--- src/rtl/core/shw_pkg.sv ---
package shw_pkg;

	localparam int COORD_W       = 16;
	localparam int RAT_W         = 17;
	localparam int U_W           = 31;
	localparam int Q_W           = 32;
	localparam int RECIP_W       = 30;
	localparam int EST_W         = 30;
	localparam int SERIES_K_W    = 8;
	localparam int SERIES_N      = 6;
	localparam int WEIGHT_W      = 17;
	localparam int FRAC_BITS_DEF = 16;
	localparam int S_TDATA_W     = 64;
	localparam int S_TUSER_W     = 2;
	localparam int M_TDATA_W     = 24;

	localparam logic [U_W-1:0]      PI_HALF_Q30 = 31'd1686629713;
	localparam logic [U_W-1:0]      Q30_ONE     = 31'h4000_0000;
	localparam logic [WEIGHT_W-1:0] WEIGHT_ONE  = 17'h1_0000;

	typedef struct packed {
		logic valid;
		logic in_range;
		logic force_one;
	} ctl_t;

	// divisors of the nested sine series, innermost term first
	function automatic logic [SERIES_K_W-1:0] series_k(input int idx);
		logic [SERIES_K_W-1:0] k;
		unique case (idx)
			0:       k = 8'd156;
			1:       k = 8'd110;
			2:       k = 8'd72;
			3:       k = 8'd42;
			4:       k = 8'd20;
			5:       k = 8'd6;
			default: k = 8'd6;
		endcase
		return k;
	endfunction

	// floor(2^32 / k) for each series divisor
	function automatic logic [RECIP_W-1:0] series_recip(input int idx);
		logic [RECIP_W-1:0] m;
		unique case (idx)
			0:       m = 30'd27531841;
			1:       m = 30'd39045157;
			2:       m = 30'd59652323;
			3:       m = 30'd102261126;
			4:       m = 30'd214748364;
			5:       m = 30'd715827882;
			default: m = 30'd715827882;
		endcase
		return m;
	endfunction

endpackage

--- src/rtl/core/shw_ratio_div.sv ---
module shw_ratio_div #(
	parameter int FRAC_BITS = shw_pkg::FRAC_BITS_DEF
) (
	input  logic                               clk,
	input  logic                               arst_n,
	input  logic                               en,
	input  logic                               in_valid,
	input  logic [shw_pkg::COORD_W-1:0]        span_lo,
	input  logic [shw_pkg::COORD_W-1:0]        span_hi,
	input  logic [shw_pkg::COORD_W-1:0]        anchor,
	input  logic                               flat_lo,
	input  logic                               flat_hi,
	input  logic [shw_pkg::COORD_W-1:0]        position,
	output logic [FRAC_BITS:0]                 ratio,
	output shw_pkg::ctl_t                      ratio_ctl
);

	localparam int RAT_W = shw_pkg::RAT_W;

	logic [shw_pkg::COORD_W-1:0] span, c_off, h_off;
	logic                        bad_bounds, outside, low_side, in_range;
	logic [RAT_W-1:0]            num, den;

	logic [RAT_W-1:0]    rem_s [0:FRAC_BITS];
	logic [RAT_W-1:0]    den_s [0:FRAC_BITS];
	logic [FRAC_BITS:0]  quo_s [0:FRAC_BITS+1];
	shw_pkg::ctl_t       ctl_s [0:FRAC_BITS+1];

	// operand setup
	always_comb begin
		bad_bounds = (anchor < span_lo) || (anchor > span_hi) ||
			(span_hi <= span_lo);
		span       = span_hi - span_lo;
		outside    = position >= span;
		in_range   = !bad_bounds && !outside;
		c_off      = anchor - span_lo;
		h_off      = span_hi - anchor;
		low_side   = position < c_off;
		if (!in_range) begin
			num = '0;
			den = RAT_W'(1);
		end else if (low_side) begin
			num = RAT_W'(position) + RAT_W'(1);
			den = RAT_W'(c_off) + RAT_W'(1);
		end else begin
			num = RAT_W'(span - position);
			den = RAT_W'(h_off);
		end
	end

	always_ff @(posedge clk or negedge arst_n) begin
		if (!arst_n) begin
			ctl_s[0] <= '0;
		end else if (en) begin
			ctl_s[0].valid     <= in_valid;
			ctl_s[0].in_range  <= in_range;
			ctl_s[0].force_one <= low_side ? flat_lo : flat_hi;
		end
	end

	always_ff @(posedge clk) begin
		if (en) begin
			rem_s[0] <= num;
			den_s[0] <= den;
			quo_s[0] <= '0;
		end
	end

	// restoring division, one quotient bit per stage
	for (genvar j = 0; j <= FRAC_BITS; j++) begin : g_step
		logic [RAT_W:0] trial, diff;
		logic           ge;

		always_comb begin
			trial = (j == 0) ? {1'b0, rem_s[j]} : {rem_s[j], 1'b0};
			ge    = trial >= {1'b0, den_s[j]};
			diff  = trial - {1'b0, den_s[j]};
		end

		always_ff @(posedge clk or negedge arst_n) begin
			if (!arst_n) begin
				ctl_s[j+1] <= '0;
			end else if (en) begin
				ctl_s[j+1] <= ctl_s[j];
			end
		end

		always_ff @(posedge clk) begin
			if (en) begin
				quo_s[j+1] <= {quo_s[j][FRAC_BITS-1:0], ge};
			end
		end

		if (j < FRAC_BITS) begin : g_carry
			always_ff @(posedge clk) begin
				if (en) begin
					rem_s[j+1] <= ge ? diff[RAT_W-1:0] : trial[RAT_W-1:0];
					den_s[j+1] <= den_s[j];
				end
			end
		end
	end

	assign ratio     = quo_s[FRAC_BITS+1];
	assign ratio_ctl = ctl_s[FRAC_BITS+1];

endmodule

--- config.mk ---
export PLATFORM = sky130hd
export DESIGN_NAME = shw_ratio_div
export DESIGN_NICKNAME = d
export VERILOG_FILES = /design/src/rtl/core/shw_pkg.sv /design/src/rtl/core/shw_ratio_div.sv
export SDC_FILE = /design/constraint.sdc
export NUM_CORES = 1
export LEC_CHECK = 0
export BUFFER_PORTS_ARGS = -buffer_cell sky130_fd_sc_hd__buf_2
export CELL_PAD_IN_SITES_DETAIL_PLACEMENT = 1
export CELL_PAD_IN_SITES_GLOBAL_PLACEMENT = 2
export CORE_ASPECT_RATIO = 0.9
export CORE_UTILIZATION = 40
export CTS_CLUSTER_SIZE = 16
export DETAILED_ROUTE_END_ITERATION = 10
export GPL_ROUTABILITY_DRIVEN = 0
export HOLD_SLACK_MARGIN = 0.08
export PLACE_DENSITY = 0.83
export RECOVER_POWER = 25
export SLEW_MARGIN = 20
export SYNTH_ARGS = -nofsm -noshare
export SYNTH_HDL_FRONTEND = slang
export SYNTH_SLANG_ARGS = --single-unit
--- constraint.sdc ---
create_clock -name clk -period 3 [get_ports clk]
set_input_delay 0.15 -clock clk [delete_from_list [all_inputs] [get_ports clk]]
set_output_delay 0.15 -clock clk [all_outputs]
set_load 0.01 [all_outputs]
# After elaboration in Yosys (flattened, before gate mapping)

Memory sizes are Yosys's and may differ from the RTL's.
Index checks and enable logic that the tools add are counted.

Add/sub/neg operators: 22
Magnitude comparators: 22
Muxes and demuxes: 23
Reduce and logical (&&, ||, !) cells: 5

Operator list:

| operator                                      | count |
|---|---|
| 2-to-1 mux 17 bit                             | 20 |
| >= comparator 18 x 17 -> 1 bit                | 16 |
| subtractor 17 bit                             | 16 |
| subtractor 16 bit                             | 3 |
| adder 16 x 1 -> 17 bit, second input constant | 2 |
| less-than comparator 16 bit                   | 2 |
| >= comparator 17 bit                          | 1 |
| subtractor 16 x 16 -> 17 bit                  | 1 |
| >= comparator 16 bit                          | 1 |
| > comparator 16 bit                           | 1 |
| <= comparator 16 bit                          | 1 |
| 2-to-1 mux 1 bit                              | 3 |
| logical NOT 1 bit                             | 2 |
| logical OR 1 bit                              | 2 |
| logical AND 1 bit                             | 1 |

Register bits after elaboration: 54
Bits in writable memories: 884
Output and inout bits: 20
Logic and storage cells: 129
Memories: 3

Memory list:

| name  | words | width | read ports | clocked after Yosys merged registers in | wr ports | line                | source |
|---|---|---|---|---|---|---|---|
| quo_s | 18    | 17    | 18         | 0                                       | 18       | shw_ratio_div.sv:26 | `logic [FRAC_BITS:0] quo_s [0:FRAC_BITS+1];` |
| den_s | 17    | 17    | 17         | 0                                       | 17       | shw_ratio_div.sv:25 | `logic [RAT_W-1:0] den_s [0:FRAC_BITS];` |
| rem_s | 17    | 17    | 17         | 0                                       | 17       | shw_ratio_div.sv:24 | `logic [RAT_W-1:0] rem_s [0:FRAC_BITS];` |

# Depth between registers and ports, before layout

Depth after elaboration: 6
Gate-level depth with buffers: 21
Mapped depth without buffers: 19

# Worst setup path after synthesis

Ideal clock, no wire load.

Path kind: input to register
Start: input span_lo[4] in the netlist's numbering
End: memory den_s[0][7] (data pin)
Setup time: 0.283 ns
Data arrival time: 4.239 ns
Path slack: -1.521 ns
Cell stages on the path: 18
Path buffers: 3
Cells stage by stage: inv_1 > ha_1 > buf_6 > and2_4 > o211a_4 > a2111oi_4 > nor2_1 > a211o_1 > a21oi_2 > xnor2_1 > inv_1 > ha_1 > nand4_1 > or4_1 > o21ai_1 > clkbuf_1 > clkbuf_1 > a211oi_2

RTL lines:

| element            | line                | source |
|---|---|---|
| start: declaration | shw_ratio_div.sv:8  | `input logic [shw_pkg::COORD_W-1:0] span_lo,` |
| end: declaration   | shw_ratio_div.sv:25 |  |

==> impl_metrics.ini <==
[clocking]
cts_sinks = 785
worstSkewPairLatency_ns = 0.66
cts_root_buf = clkbuf_16
numCtsBuffers = 92
h-tree-depth = 3
clockBufferDepth = 3
tritoncts = built
clkSlewWorstSetupHoldPaths_ns = 0.06

[layout]
utilization_pct = 52.3
multi_input_area_mm2 = 0.0218
drive_above_1_share_pct = 31.1
area_delta_synth_final_pct = 29.3
nets = 5140
fill_cells = 11586
diodes = 0
fin_area_mm2 = 0.0582
seqCellArea_mm2 = 0.0233

[sta]
period_minus_slack_ns = 3.53
report.final.hold_viol_count = 0
relSlewSlack_pct = 51.1
clock_skew_ns = 0.0265
slew_violations = 0
rsz0062_at_grt = true
tightest_slew_ns = 0.733
fin_tns_setup_ns = -21.21
setup_viol = 99
fmax_mhz = 283
holdWs_ns = 0.125
worst_slack_ns = -0.529
min_period_over_period_pct = 118

[logic_synthesis]
syn_inst = 3850
synthArstFlopShare_pct = 6.88
synth_nets = 4309
syn_area_per_cell_um2 = 11.7
synth.most_common_cell = edfxtp_1
synth_cell_types = 104
ys_top_cells_by_count = 731 x edfxtp_1, 428 x inv_1, 369 x ha_1
muxShareOfSynthArea_pct = 5.62
syn_area_mm2 = 0.0450
yosysWarnings = 0
yosysTopAreaCell = edfxtp_1
yosys.area_share.simple_pct = 9.91
netlist.area_leader.share_pct = 48.8
synth_xor_area_share_pct = 5.35
synth_top_family_by_area = compound AO/OA/AOI/OAI gates
synth-adder-area-share_pct = 11.1
synth-edff-count = 731
ys.flop_type = edfxtp_1
synth-compound-area-share_pct = 11.9
yosysSeqAreaShare_pct = 51.8
synth.area.top_cells = edfxtp_1 49%, ha_1 10%, mux2_2 4.6%, inv_1 3.6%, xnor2_1 3.5%
ys_ff_latch = 785

[critical_path]
crit_type = in2reg
cp-end-kind = register
start_kind = input port
path_max_fanout = 8
arrival_ns = 3.92
required_ns = 3.39

[die]
core_area_mm2 = 0.111
fp.dieH_um = 320
start_util_pct = 40.4
pin_count = 90
fp-row-count = 116
dieArea_mm2 = 0.114
chipWidth_um = 356

[route]
ant_nets = 0
firstDrtPassIters = 8
routed_wl_um = 127000
vias = 32950
first_iter_violations = 2077
drc = 4
via_per_inst = 5.29
routedWlPerCell_um = 20.4

[global_routing]
use_met2_pct = 37.6
track_usage_pct = 21.6
grt_pass1_vias = 34650
use_met1_pct = 28.4
overflow = 0
grt_max_degree = 89
antenna_found_initial = 0
grt-busiest-layer = met2
grt_pass1_wl_um = 195000
met3_usage_pct = 2.30

[status]
status = finished with violations
violations = design-rule violations, negative setup slack

[power]
peakVddDrop_mv = 0.537
p_per_area_mw_per_mm2 = 974
p_leak_nw = 24.9

[worst_hold_path]
min_path_type = in2reg

[placement]
post-place-ws_ns = -1.33
hpwl_um = 89200
place_area_mm2 = 0.0513
port_buffers = 89

[job]
cap_violations = 0
## layer usage
| layer | vias to the layer above | part of all wire (%) | wire (um) |
|---|---|---|---|
| met5 | - | 0 | 0 |
| met4 | 0 | 2.2 | 2750 |
| met3 | 173 | 3.2 | 4020 |
| met2 | 549 | 50 | 64100 |
| met1 | 16529 | 44 | 56300 |
| li1 | 15699 | - | - |
## layout make-up
| type | instances | share of cell area [%] |
|---|---|---|
| flip-flops and latches | 785 | 40.0 |
| repair buffers | 795 | 11.4 |
| inverters | 429 | 2.82 |
| well taps | 1475 | 3.17 |
| multi-input cells | 2578 | 37.4 |
| clock inverters | 54 | 0.987 |
| clock buffers | 115 | 4.21 |
## power breakdown
group / switching [W] / internal (W) / total (W)
logic: 0.0134 / 0.0145 / 0.0280
clock network: 0.00464 / 0.00681 / 0.0114
registers: 0.00158 / 0.0157 / 0.0173
total: 0.0197 / 0.0370 / 0.0567
## registers in the layout, indices dropped and copies added, names as in the netlist
name	count
ctl_s	51
rem_s	289
den_s	289
quo_s	153
ratio_ctl	3
## critical path, stage by stage
cell	delay, ns
buf_8	0.11
inv_8	0.05
ha_4	0.19
nor2b_4	0.13
o31a_4	0.31
a2111oi_4	0.42
nor2_2	0.07
a211o_1	0.32
a21oi_2	0.21
xnor2_2	0.18
inv_2	0.09
ha_4	0.28
nand4_1	0.07
or4_4	0.54
o21ai_4	0.23
buf_12	0.15
buf_12	0.12
buf_12	0.10
o21a_1	0.14
a211oi_2	0.04
## metrics by stage
step / instances / power (W)
after floorplan: 3850 / 0.0321
after global placement: 5863 / 0.0394
after detailed placement: 5863 / 0.0402
after CTS: 6141 / 0.0547
after global routing: 6231 / 0.0599
final: 6231 / 0.0567
## repair_timing
action                     CTS  global route
cloned                       9             5
gates resized for setup    231           288
setup endpoints to repair  226           277
hold buffers                13             0
hold endpoints to repair    97             0
pin swaps                   97           145
buffers inserted            89            97
## kinds of logic after synthesis
logic type | Yosys count
muxes | 222
buffers and inverters | 488
adders and majority gates | 389
DFF | 785
xor gates and xnor gates | 274
and+or+nand+nor | 902
AOI/OAI and AO/OA | 790
## path summary, 6_finish.rpt
kind | end | depth (start not counted) | startpoint | slack, ns
max in group asynchronous | ctl_s[48] | 4 | arst_n | 1.98
worst max-delay path | den_s[0][12] | 20 | span_lo[1] | -0.53
worst max register to register | rem_s[0][196] | 12 | rem_s[0][170] | -0.16
worst min-delay path | rem_s[0][2] | 5 | position[2] | 0.12
min in group asynchronous | ctl_s[17] | 4 | arst_n | 0.65
worst min register to register | quo_s[8][4] | 0 | quo_s[7][3] | 0.41
## placed cells by master (no fill, tap or decap), types with 26 or more instances in the layout
| cell | n |
|---|---|
| o21a_1 | 47 |
| a21o_1 | 91 |
| mux2_2 | 87 |
| nand2_1 | 136 |
| nand2b_1 | 37 |
| a21oi_1 | 187 |
| nor2b_1 | 44 |
| a21oi_2 | 42 |
| buf_12 | 34 |
| buf_6 | 60 |
| nand4_1 | 49 |
| ha_4 | 31 |
| nand3_1 | 54 |
| o21ai_0 | 110 |
| xor2_1 | 93 |
| mux2_4 | 115 |
| a31oi_1 | 28 |
| o211ai_1 | 36 |
| clkbuf_16 | 99 |
| or3_1 | 26 |
| and3_1 | 32 |
| nor2_1 | 288 |
| nor3_1 | 86 |
| buf_2 | 83 |
| buf_4 | 586 |
| ha_1 | 332 |
| xnor2_1 | 177 |
| edfxtp_1 | 731 |
| inv_1 | 401 |
| dfrtp_1 | 54 |
Power figures use the tool's default switching activity.
