[config.mk]
export PLATFORM = sky130hd
export DESIGN_NAME = shw_out_skid
export DESIGN_NICKNAME = d
export VERILOG_FILES = /design/src/rtl/core/shw_pkg.sv /design/src/rtl/core/shw_out_skid.sv
export SDC_FILE = /design/constraint.sdc
export NUM_CORES = 1
export LEC_CHECK = 0
export BUFFER_PORTS_ARGS = -buffer_cell sky130_fd_sc_hd__buf_4
export CAP_MARGIN = 10
export CORE_UTILIZATION = 40
export DETAILED_ROUTE_END_ITERATION = 10
export GPL_TIMING_DRIVEN = 0
export PLACE_DENSITY = 0.75
export SYNTH_ARGS = -nofsm -noshare
export SYNTH_HDL_FRONTEND = slang
export SYNTH_SLANG_ARGS = --single-unit
[constraint.sdc]
create_clock -name clk -period 3.9 [get_ports clk]
set_clock_uncertainty 0.15 [all_clocks]
set_input_delay 0 -clock clk [delete_from_list [all_inputs] [get_ports clk]]
set_output_delay 0 -clock clk [all_outputs]
set_load 0.01 [all_outputs]
[src/rtl/core/shw_pkg.sv]
package shw_pkg;

	localparam int COORD_W       = 16;
	localparam int RAT_W         = 17;
	localparam int U_W           = 31;
	localparam int Q_W           = 32;
	localparam int RECIP_W       = 30;
	localparam int EST_W         = 30;
	localparam int SERIES_K_W    = 8;
	localparam int SERIES_N      = 6;
	localparam int WEIGHT_W      = 17;
	localparam int FRAC_BITS_DEF = 16;
	localparam int S_TDATA_W     = 64;
	localparam int S_TUSER_W     = 2;
	localparam int M_TDATA_W     = 24;

	localparam logic [U_W-1:0]      PI_HALF_Q30 = 31'd1686629713;
	localparam logic [U_W-1:0]      Q30_ONE     = 31'h4000_0000;
	localparam logic [WEIGHT_W-1:0] WEIGHT_ONE  = 17'h1_0000;

	typedef struct packed {
		logic valid;
		logic in_range;
		logic force_one;
	} ctl_t;

	// divisors of the nested sine series, innermost term first
	function automatic logic [SERIES_K_W-1:0] series_k(input int idx);
		logic [SERIES_K_W-1:0] k;
		unique case (idx)
			0:       k = 8'd156;
			1:       k = 8'd110;
			2:       k = 8'd72;
			3:       k = 8'd42;
			4:       k = 8'd20;
			5:       k = 8'd6;
			default: k = 8'd6;
		endcase
		return k;
	endfunction

	// floor(2^32 / k) for each series divisor
	function automatic logic [RECIP_W-1:0] series_recip(input int idx);
		logic [RECIP_W-1:0] m;
		unique case (idx)
			0:       m = 30'd27531841;
			1:       m = 30'd39045157;
			2:       m = 30'd59652323;
			3:       m = 30'd102261126;
			4:       m = 30'd214748364;
			5:       m = 30'd715827882;
			default: m = 30'd715827882;
		endcase
		return m;
	endfunction

endpackage

[src/rtl/core/shw_out_skid.sv]
module shw_out_skid (
	input  logic                          clk,
	input  logic                          arst_n,
	input  shw_pkg::ctl_t                 pipe_ctl,
	input  logic [shw_pkg::WEIGHT_W-1:0]  pipe_weight,
	output logic                          pipe_en,
	output logic                          out_valid,
	input  logic                          out_ready,
	output logic [shw_pkg::WEIGHT_W-1:0]  out_weight,
	output logic                          out_in_range
);

	logic                          out_v_q, skid_v_q;
	logic [shw_pkg::WEIGHT_W-1:0]  out_weight_q, skid_weight_q;
	logic                          out_range_q, skid_range_q;
	logic                          load_out;

	assign pipe_en  = !skid_v_q;
	assign load_out = out_ready || !out_v_q;

	always_ff @(posedge clk or negedge arst_n) begin
		if (!arst_n) begin
			out_v_q  <= 1'b0;
			skid_v_q <= 1'b0;
		end else if (load_out) begin
			out_v_q  <= skid_v_q || pipe_ctl.valid;
			skid_v_q <= 1'b0;
		end else if (pipe_ctl.valid) begin
			skid_v_q <= 1'b1;
		end
	end

	always_ff @(posedge clk) begin
		if (load_out) begin
			out_weight_q <= skid_v_q ? skid_weight_q : pipe_weight;
			out_range_q  <= skid_v_q ? skid_range_q : pipe_ctl.in_range;
		end else if (pipe_ctl.valid && !skid_v_q) begin
			skid_weight_q <= pipe_weight;
			skid_range_q  <= pipe_ctl.in_range;
		end
	end

	assign out_valid    = out_v_q;
	assign out_weight   = out_weight_q;
	assign out_in_range = out_range_q;

endmodule

* Word-level counts from Yosys, hierarchy flattened
Index checks and enable logic that the tools add are counted.
Word-level totals: bits in registers 38, bits in latches 0, bits in writable memories 0, memory bits (read-only) 0, input port bits 23, output and inout port bits 20, word-level logic and storage cells 18, memories kept 0
Operators by class: $add $sub $neg 0, multipliers 0, divide/modulo/power cells 0, order comparisons 0, equal/unequal tests 0, shift operators 0, multiplexer cells 4, bitwise logic cells 1, reduce and logical (&&, ||, !) cells 7
Operators with widths (number):
- $mux W17 | 1
- $mux W1 | 3
- $logic_not A1 Y1 | 2
- $logic_or A1 B1 Y1 | 2
- $reduce_and A2 Y1 | 1
- $reduce_bool A2 Y1 | 1
- $logic_and A1 B1 Y1 | 1
- $not A1 Y1 | 1

* Longest topological paths before layout
Gate-level depths: netlist of the first run.
depth after elaboration 4, depth in mapped cells 3, depth with buffers taken out 2

* Worst setup path after synthesis of the first run
Ideal clock, no wire load.
kind register to register, start reg out_v_q (netlist: out_valid), end reg skid_range_q, enable pin, setup time 420 ps, data arrival time 2303 ps, required time 3330 ps, path slack 1028 ps, cell stages (with the launch flop) 3, buffers on the path 0, period minus slack after synthesis 2872 ps, path through dfrtp_1 nand2b_1 nor3b_1
On the way: longest elaborated chain between the ends 4
Ends and longest elaborated chain:
- start, declared | RTL line shw_out_skid.sv:13 | logic out_v_q, skid_v_q;
- start signal, assigned | RTL line shw_out_skid.sv:26 | out_v_q <= skid_v_q || pipe_ctl.valid;
- $logic_not A1 Y1 | RTL line shw_out_skid.sv:19 | assign load_out = out_ready || !out_v_q;
- $logic_or A1 B1 Y1 | RTL line shw_out_skid.sv:19
- net load_out | RTL line shw_out_skid.sv:16 | logic load_out;
- $not A1 Y1 (no source line)
- $reduce_and A2 Y1 (no source line)
- end signal, assigned | RTL line shw_out_skid.sv:39 | skid_range_q <= pipe_ctl.in_range;
- end, declared | RTL line shw_out_skid.sv:15 | logic out_range_q, skid_range_q;
The timed path passes the listed nets, and every way through them passes these cells. A chain may end at the register's enable or synchronous reset.

* Final worst setup path of the first run
start reg out_v_q (netlist: out_valid), end reg skid_weight_q[14] in the netlist's numbering, enable pin
On the way: longest elaborated chain between the ends 4
Ends and longest elaborated chain:
- $logic_not A1 Y1 | RTL line shw_out_skid.sv:19
- $logic_or A1 B1 Y1 | RTL line shw_out_skid.sv:19
- net load_out | RTL line shw_out_skid.sv:16
- $not A1 Y1 (no source line)
- $reduce_and A2 Y1 (no source line)
- end signal, assigned | RTL line shw_out_skid.sv:38 | skid_weight_q <= pipe_weight;
- end, declared | RTL line shw_out_skid.sv:14 | logic [shw_pkg::WEIGHT_W-1:0] out_weight_q, skid_weight_q;
The timed path passes the listed nets, and every way through them passes these cells.

==> results of run 1 <==
## metrics by stage
step / power [µW] / hold slack (ns) / area, µm² / cells / utilization
global route: 837.5 / 0.2170 / 2090 / 180 / 0.6117
CTS: 810.3 / 0.2234 / 2090 / 180 / 0.6117
detailed placement: 613.1 / -0.3675 / 1834 / 152 / 0.5370
floorplan: 554.2 / -0.4456 / 1449 / 64 / -
global placement: 606.3 / -0.3673 / 1814 / 151 / 0.5311
finish: 802.0 / 0.2339 / 2090 / 180 / 0.6117
## worst max-delay path, delay by kind of cell (launching register included)
| family | cells | cell delay [ns] |
|---|---|---|
| buffers and inverters | 1 | 0.24 |
| flip-flops | 1 | 0.36 |
| AND/OR/NAND/NOR | 2 | 1.25 |
## flip-flops by register name, indices dropped and copies added (netlist names)
register,flops
out_in_range,1
out_valid,1
out_weight,17
skid_range_q,1
skid_v_q,1
skid_weight_q,17
## worst paths after layout
path | startpoint | to | slack [ns] | cells after the start
min in group asynchronous | arst_n | skid_v_q | 0.37 | 3
worst max register to register | out_valid | skid_weight_q[14] | 1.61 | 3
max in group asynchronous | arst_n | out_valid | 3.11 | 3
worst max-delay path | out_valid | skid_weight_q[14] | 1.61 | 3
worst min-delay path | pipe_weight[13] | skid_weight_q[13] | 0.23 | 2
worst min register to register | skid_range_q | out_in_range | 0.41 | 1
## power by group through the flow
stage	sequential [µW]	combinational [µW]	clock, µW
floorplan	508	46.1	0
global placement	498	108	0
detailed placement	499	114	0
CTS	489	131	190
global route	492	139	207
finish	489	130	183
## layout make-up
type | count | area, µm² | area share
clock buffer | 7 | 45.04 | 0.02156
tap | 46 | 57.56 | 0.02754
timing repair buffer | 63 | 533.0 | 0.2551
inverter | 1 | 3.754 | 0.001796
sequential | 38 | 1131 | 0.5413
buffer | 2 | 22.52 | 0.01078
multi-input combinational | 23 | 296.5 | 0.1419
## per-layer routing
layer | vias to the layer above | track usage | wire [µm]
li1 | 386 | - | -
met1 | 384 | 0.1706 | 1051
met2 | 31 | 0.2390 | 1320
met3 | 6 | 0.06066 | 119
met4 | 0 | 0.06105 | 52
met5 | - | 0 | 0
## placed cells by master (no fill, tap or decap)
master,Yosys,layout
clkbuf_1,0,2
nor3b_2,0,1
dfrtp_1,2,2
buf_8,0,1
mux2_4,17,17
nand2b_1,1,1
clkbuf_4,0,5
nand2_1,1,1
dlygate4sd3_1,0,21
inv_1,1,1
buf_4,0,41
nor2_1,2,2
mux2_2,1,1
buf_6,2,2
edfxtp_1,36,36
## kinds of logic (layout without fill, tap and decap cells)
kind of cell / after synthesis / count (layout) / share of synthesized area
flops: 38 / 38 / 0.7807
mux: 18 / 18 / 0.1839
simple gates: 5 / 5 / 0.01728
buf+inv: 3 / 73 / 0.01813
==> metrics.md, run 1 <==
| Metric | Value |
|---|---|
| Status | complete, no violations |
| WP data required | 3.81 ns |
| Ant diodes | 0 |
| # fillers | between 200 and 250 |
| Minimum clock period | 2.294 ns |
| H-tree depth | 2 |
| Syn Nets | 87 |
| Clock sink count | 38 |
| Worst vdd ir | between 0.15 and 0.2 mV |
| Critical Path, Cell by Cell | nand2b_1, nor3b_2, buf_8 |
| Slew Viols, Final | 0 |
| GPL Wtd Cong | about 0.67 |
| Max Cap Viol | 0 |
| CTS root buf | clkbuf_4 |
| Synth area leaders | edfxtp_1 (75%), mux2_4 (18%), dfrtp_1 (3.5%), buf_6 (1.6%), mux2_2 (0.78%) |
| Grt ovf | 0 |
| Critical Path Source Type | flop |
| Crit path arrival time | 2.20 ns |
| Logic gate share of total power | 0.162 |
| Count leader, synth | edfxtp_1 |
| Hold Path Class | in2reg |
| Die Ht | 62.19 µm |
| First-pass GRT wire length | around 4000 µm |
| Share of cells above drive strength 1 | 0.5075 |
| Fin crit share | 0.5882 |
| Fraction of registers with async set/reset | 0.05263 |
| Clk network pwr share | 0.228 |
| DRT iter0 DRCs | 23 |
| CP max stage cell | nor3b_2 |
| Vias in the first global route | 799 |
| Unrepaired setup endpoints after global routing | no |
| Drt first pass iters | 4 |
| Per-cell routed wire length | 14.13 µm |
| Initial antenna violation count | 0 |
| Inserted Clock Buffers | 5 |
| Number of synthesized flops with an enable pin | 36 |
| Register share of total power | 0.610 |
| I/O pin total | 43 |
| Vias per cell | roughly 4.5 |
| CP max FO | 21 |
| Mean Syn Cell Area | between 20 and 25 µm² |
| Synth top cells by count | edfxtp_1 (36), mux2_4 (17), buf_6 (2), dfrtp_1 (2), nor2_1 (2) |
| Yosys cell types | 10 |
| Synth top area share | 0.7461 |
| Area grow syn2layout | 44.21% |
| Leak Pwr | 0.0008428 µW |
| Routed Antenna Nets | 0 |
| Synth Flop Type | edfxtp_1 |
| Final worst setup slack | 1.606 ns |
| #FFs+latches synth | 38 |
| Achievable frequency | around 0.44 GHz |
| PostCTS Resize Cnt | 0 |
| Core ar. | roughly 3400 µm² |
| # setup viols final | 0 |
| Initial Util | 0.4242 |
| WL final | about 2500 µm |
| Crit-path max cell delay | about 0.74 ns |
| Max-slew headroom | 0.3550 |
| CTS tree | yes |
| Port Buf Inserts | 41 |
| WS Path Type | reg2reg |
| Clock latency on the worst-skew pair | 0.34 ns |
| Largest net degree at the start of global routing | 22 |
| GR Util All Layers | 0.1466 |
| Post-CTS Setup Bufs | 0 |
| Cts hold-fix bufs | 21 |
| Internal power | 629.0 µW |
| Sequential cell area fraction in the yosys report | 0.7807 |
| Slew @ Worst Pin | ~0.97 ns |
| Rows | 21 |
| Post-Syn Area | 1449 µm² |
| Net Sw Frac | 0.2157 |
| Setup TNS | 0 ns |
| Yosys warning total | 0 |
| Cell taking the most area after synthesis | edfxtp_1 |
| CP endpoint kind | flop |
| Psw | 173.0 µW |
| Residual DRC count | 0 |
| Via count | 807 |
| Post-placement worst setup slack | 1.616 ns |
| Power Density | 383.8 nW/µm² |
| Worst-path clk slew | 0.10 ns |
| CTS max path bufs | 2 |
| Post-Synthesis Cells | 64 |
| Hold Fails Final Rpt | 0 |
| Nets | 157 |
| Dpl hpwl | 1623 µm |
| Width of the die | 62.19 µm |
| Die ar. | 3867 µm² |
(Power assumes the default switching activity.)
==> run 2, diff against run 1 <==
clock period = 2.32 ns   (was 3.9 ns; I/O delays follow)
==> run 2 against run 1 <==
Worst setup slack lost 1.2 ns. Via count grew 0.87%. Cell area grew 0.48%. Routed wire length shrank 4.4%. Sequential power grew 68%. Highest routed layer unchanged.
==> metrics.md, run 2 (synthesis gave the netlist of run 1 again) <==
| Metric | Value |
|---|---|
| Status | complete, no violations |
| WS Path Type | reg2reg |
| Final worst setup slack | 0.4043 ns (-1.202 ns) |
| Slew Viols, Final | 0 (unchanged) |
| Initial Util | 0.4242 (unchanged) |
| Per-cell routed wire length | 13.43 µm (-4.9%) |
| Unrepaired setup endpoints after global routing | no |
| CP endpoint kind | flop |
| Power Density | 643.5 nW/µm² (+68%) |
| Logic gate share of total power | 0.162 (about the same) |
| Final core area utilization | 0.6147 (+0.002930) |
| CTS root buf | clkbuf_4 |
| Max-slew headroom | 0.6354 (+0.2804) |
| Psw | 293.8 µW (+70%) |
| Width of the die | 62.19 µm (unchanged) |
| Residual DRC count | 0 (unchanged) |
| Net Sw Frac | 0.2175 (+0.001799) |
| Worst-path clk slew | 0.10 ns (about the same) |
| Dpl hpwl | 1558 µm (-4.0%) |
| DRT iter0 DRCs | 38 (+65%) |
| Inserted Clock Buffers | 5 (unchanged) |
| # fillers | 253 (+2.8%) |
| CP max FO | 21 (unchanged) |
| Leak Pwr | 0.0008480 µW (+0.61%) |
| Via count | 814 (+0.87%) |
| Nets | 157 (unchanged) |
| GR Util All Layers | 0.1401 (-0.006512) |
| Post-CTS Setup Bufs | 0 (unchanged) |
| Core ar. | 3416 µm² (unchanged) |
| Clk network pwr share | 0.229 (about the same) |
| Hold Fails Final Rpt | 0 (unchanged) |
| WHS | 0.1959 ns (-0.03807 ns) |
| Crit path arrival time | 1.81 ns (-0.39 ns) |
| CTS tree | yes |
| Minimum clock period | 1.916 ns (-0.3785 ns) |
| Vias per cell | 4.497 (+0.31%) |
| Port Buf Inserts | 41 (unchanged) |
| Max Cap Viol | 0 (unchanged) |
| CTS max path bufs | 2 (unchanged) |
| Clock sink count | 38 (unchanged) |
| Routed Antenna Nets | 0 (unchanged) |
| First-pass GRT wire length | 3905 µm (-3.1%) |
| Largest net degree at the start of global routing | 22 (unchanged) |
| Register share of total power | 0.608 (-0.002) |
| Die ar. | 3867 µm² (unchanged) |
| GPL Wtd Cong | 0.6848 (+2.5%) |
| Grt ovf | 0 (unchanged) |
| H-tree depth | 2 (unchanged) |
| Die Ht | 62.19 µm (unchanged) |
| # setup viols final | 0 (unchanged) |
| I/O pin total | 43 (unchanged) |
| Achievable frequency | 0.5220 GHz (+20%) |
| WP data required | 2.22 ns (-1.59 ns) |
| Share of cells above drive strength 1 | 0.5185 (+0.01106) |
| Post-placement worst setup slack | -0.1166 ns (-1.733 ns) |
| Most common cell after layout, fill and taps aside | buf_4 |
| Vias in the first global route | 797 (-0.25%) |
| WL final | 2431 µm (-4.4%) |
| Fin crit share | 0.8257 (+0.2375) |
| Ant diodes | 0 (unchanged) |
| Rows | 21 (unchanged) |
| Most frequent cells in the layout | buf_4 (41), edfxtp_1 (36), dlygate4sd3_1 (21) |
| Drt first pass iters | 5 (+1) |
| Critical Path Source Type | flop |
| Initial antenna violation count | 0 (unchanged) |
| Hold Path Class | in2reg |
| Worst vdd ir | 0.3622 mV (+100%) |
| Area grow syn2layout | 44.90% |
| Clock latency on the worst-skew pair | 0.32 ns (-0.02 ns) |
| Slew @ Worst Pin | 0.5469 ns (-0.4206 ns) |
| Internal power | 1057 µW (+68%) |
==> run 2: changes by cell type in the layout (fill, tap and decap cells not counted), sizes merged <==
cell    delta
clkinv     +2
clkbuf     -1
==> run 2: per-layer routing <==
| layer | part of all wire | global-route usage | vias to the layer above |
|---|---|---|---|
| li1 | - | - | 389 |
| met1 | 0.41 | 0.1605 | 386 |
| met2 | 0.51 | 0.2184 | 35 |
| met3 | 0.053 | 0.06434 | 4 |
| met4 | 0.020 | 0.07558 | 0 |
| met5 | 0 | 0 | - |
==> run 2: power by group through the flow <==
stage / Sequential (µW) / Combinational, µW / Clock [µW]
4_1_cts: 823 / 221 / 329
5_1_grt: 826 / 235 / 349
3_5_place_dp: 838 / 191 / 0
2_1_floorplan: 854 / 78.4 / 0
6_report: 822 / 219 / 310
3_3_place_gp: 837 / 183 / 0
==> run 2: cell type report <==
class | count | area (µm²) | share of cell area
well taps | 46 | 57.56 | 0.02741
multi-input cells | 23 | 305.3 | 0.1454
flip-flops and latches | 38 | 1131 | 0.5387
plain buffers | 2 | 22.52 | 0.01073
inverters | 1 | 3.754 | 0.001788
clock inverters | 2 | 8.758 | 0.004172
clock buffers | 6 | 41.29 | 0.01967
repair buffers | 63 | 529.3 | 0.2521
==> run 2: path summary, 6_finish.rpt <==
| check | start | to | slack [ns] | cells past startpoint |
|---|---|---|---|---|
| min reg2reg | skid_weight_q[5] | out_weight[5] | 0.40 | 1 |
| max in group asynchronous | arst_n | out_valid | 1.53 | 3 |
| min in group asynchronous | arst_n | skid_v_q | 0.37 | 3 |
| max reg2reg | out_valid | skid_weight_q[1] | 0.40 | 3 |
| max | out_valid | skid_weight_q[1] | 0.40 | 3 |
| min | out_ready | out_valid | 0.20 | 3 |
==> run 2: worst max-delay path, stage by stage, from the launching register on <==
cell	delay (ns)
dfrtp_1	0.38
nand2b_2	0.33
nor3b_4	0.55
buf_6	0.23
==> run 2: through the flow <==
step	TNS [ns]	cells	area, µm²	total power [µW]
4_1_cts	0	181	2097	1373
6_report	0	181	2100	1351
5_1_grt	0	181	2100	1410
2_1_floorplan	0	64	1454	932.1
3_3_place_gp	-5.514	151	1819	1019
3_5_place_dp	-1.162	152	1831	1029
==> run 2: timing repair <==
| action | in CTS | in global routing |
|---|---|---|
| endpoints found under the setup margin | 10 | 10 |
| gates resized for setup | 1 | 1 |
| endpoints found under the hold margin | 48 | 0 |
| hold buffers | 21 | 0 |
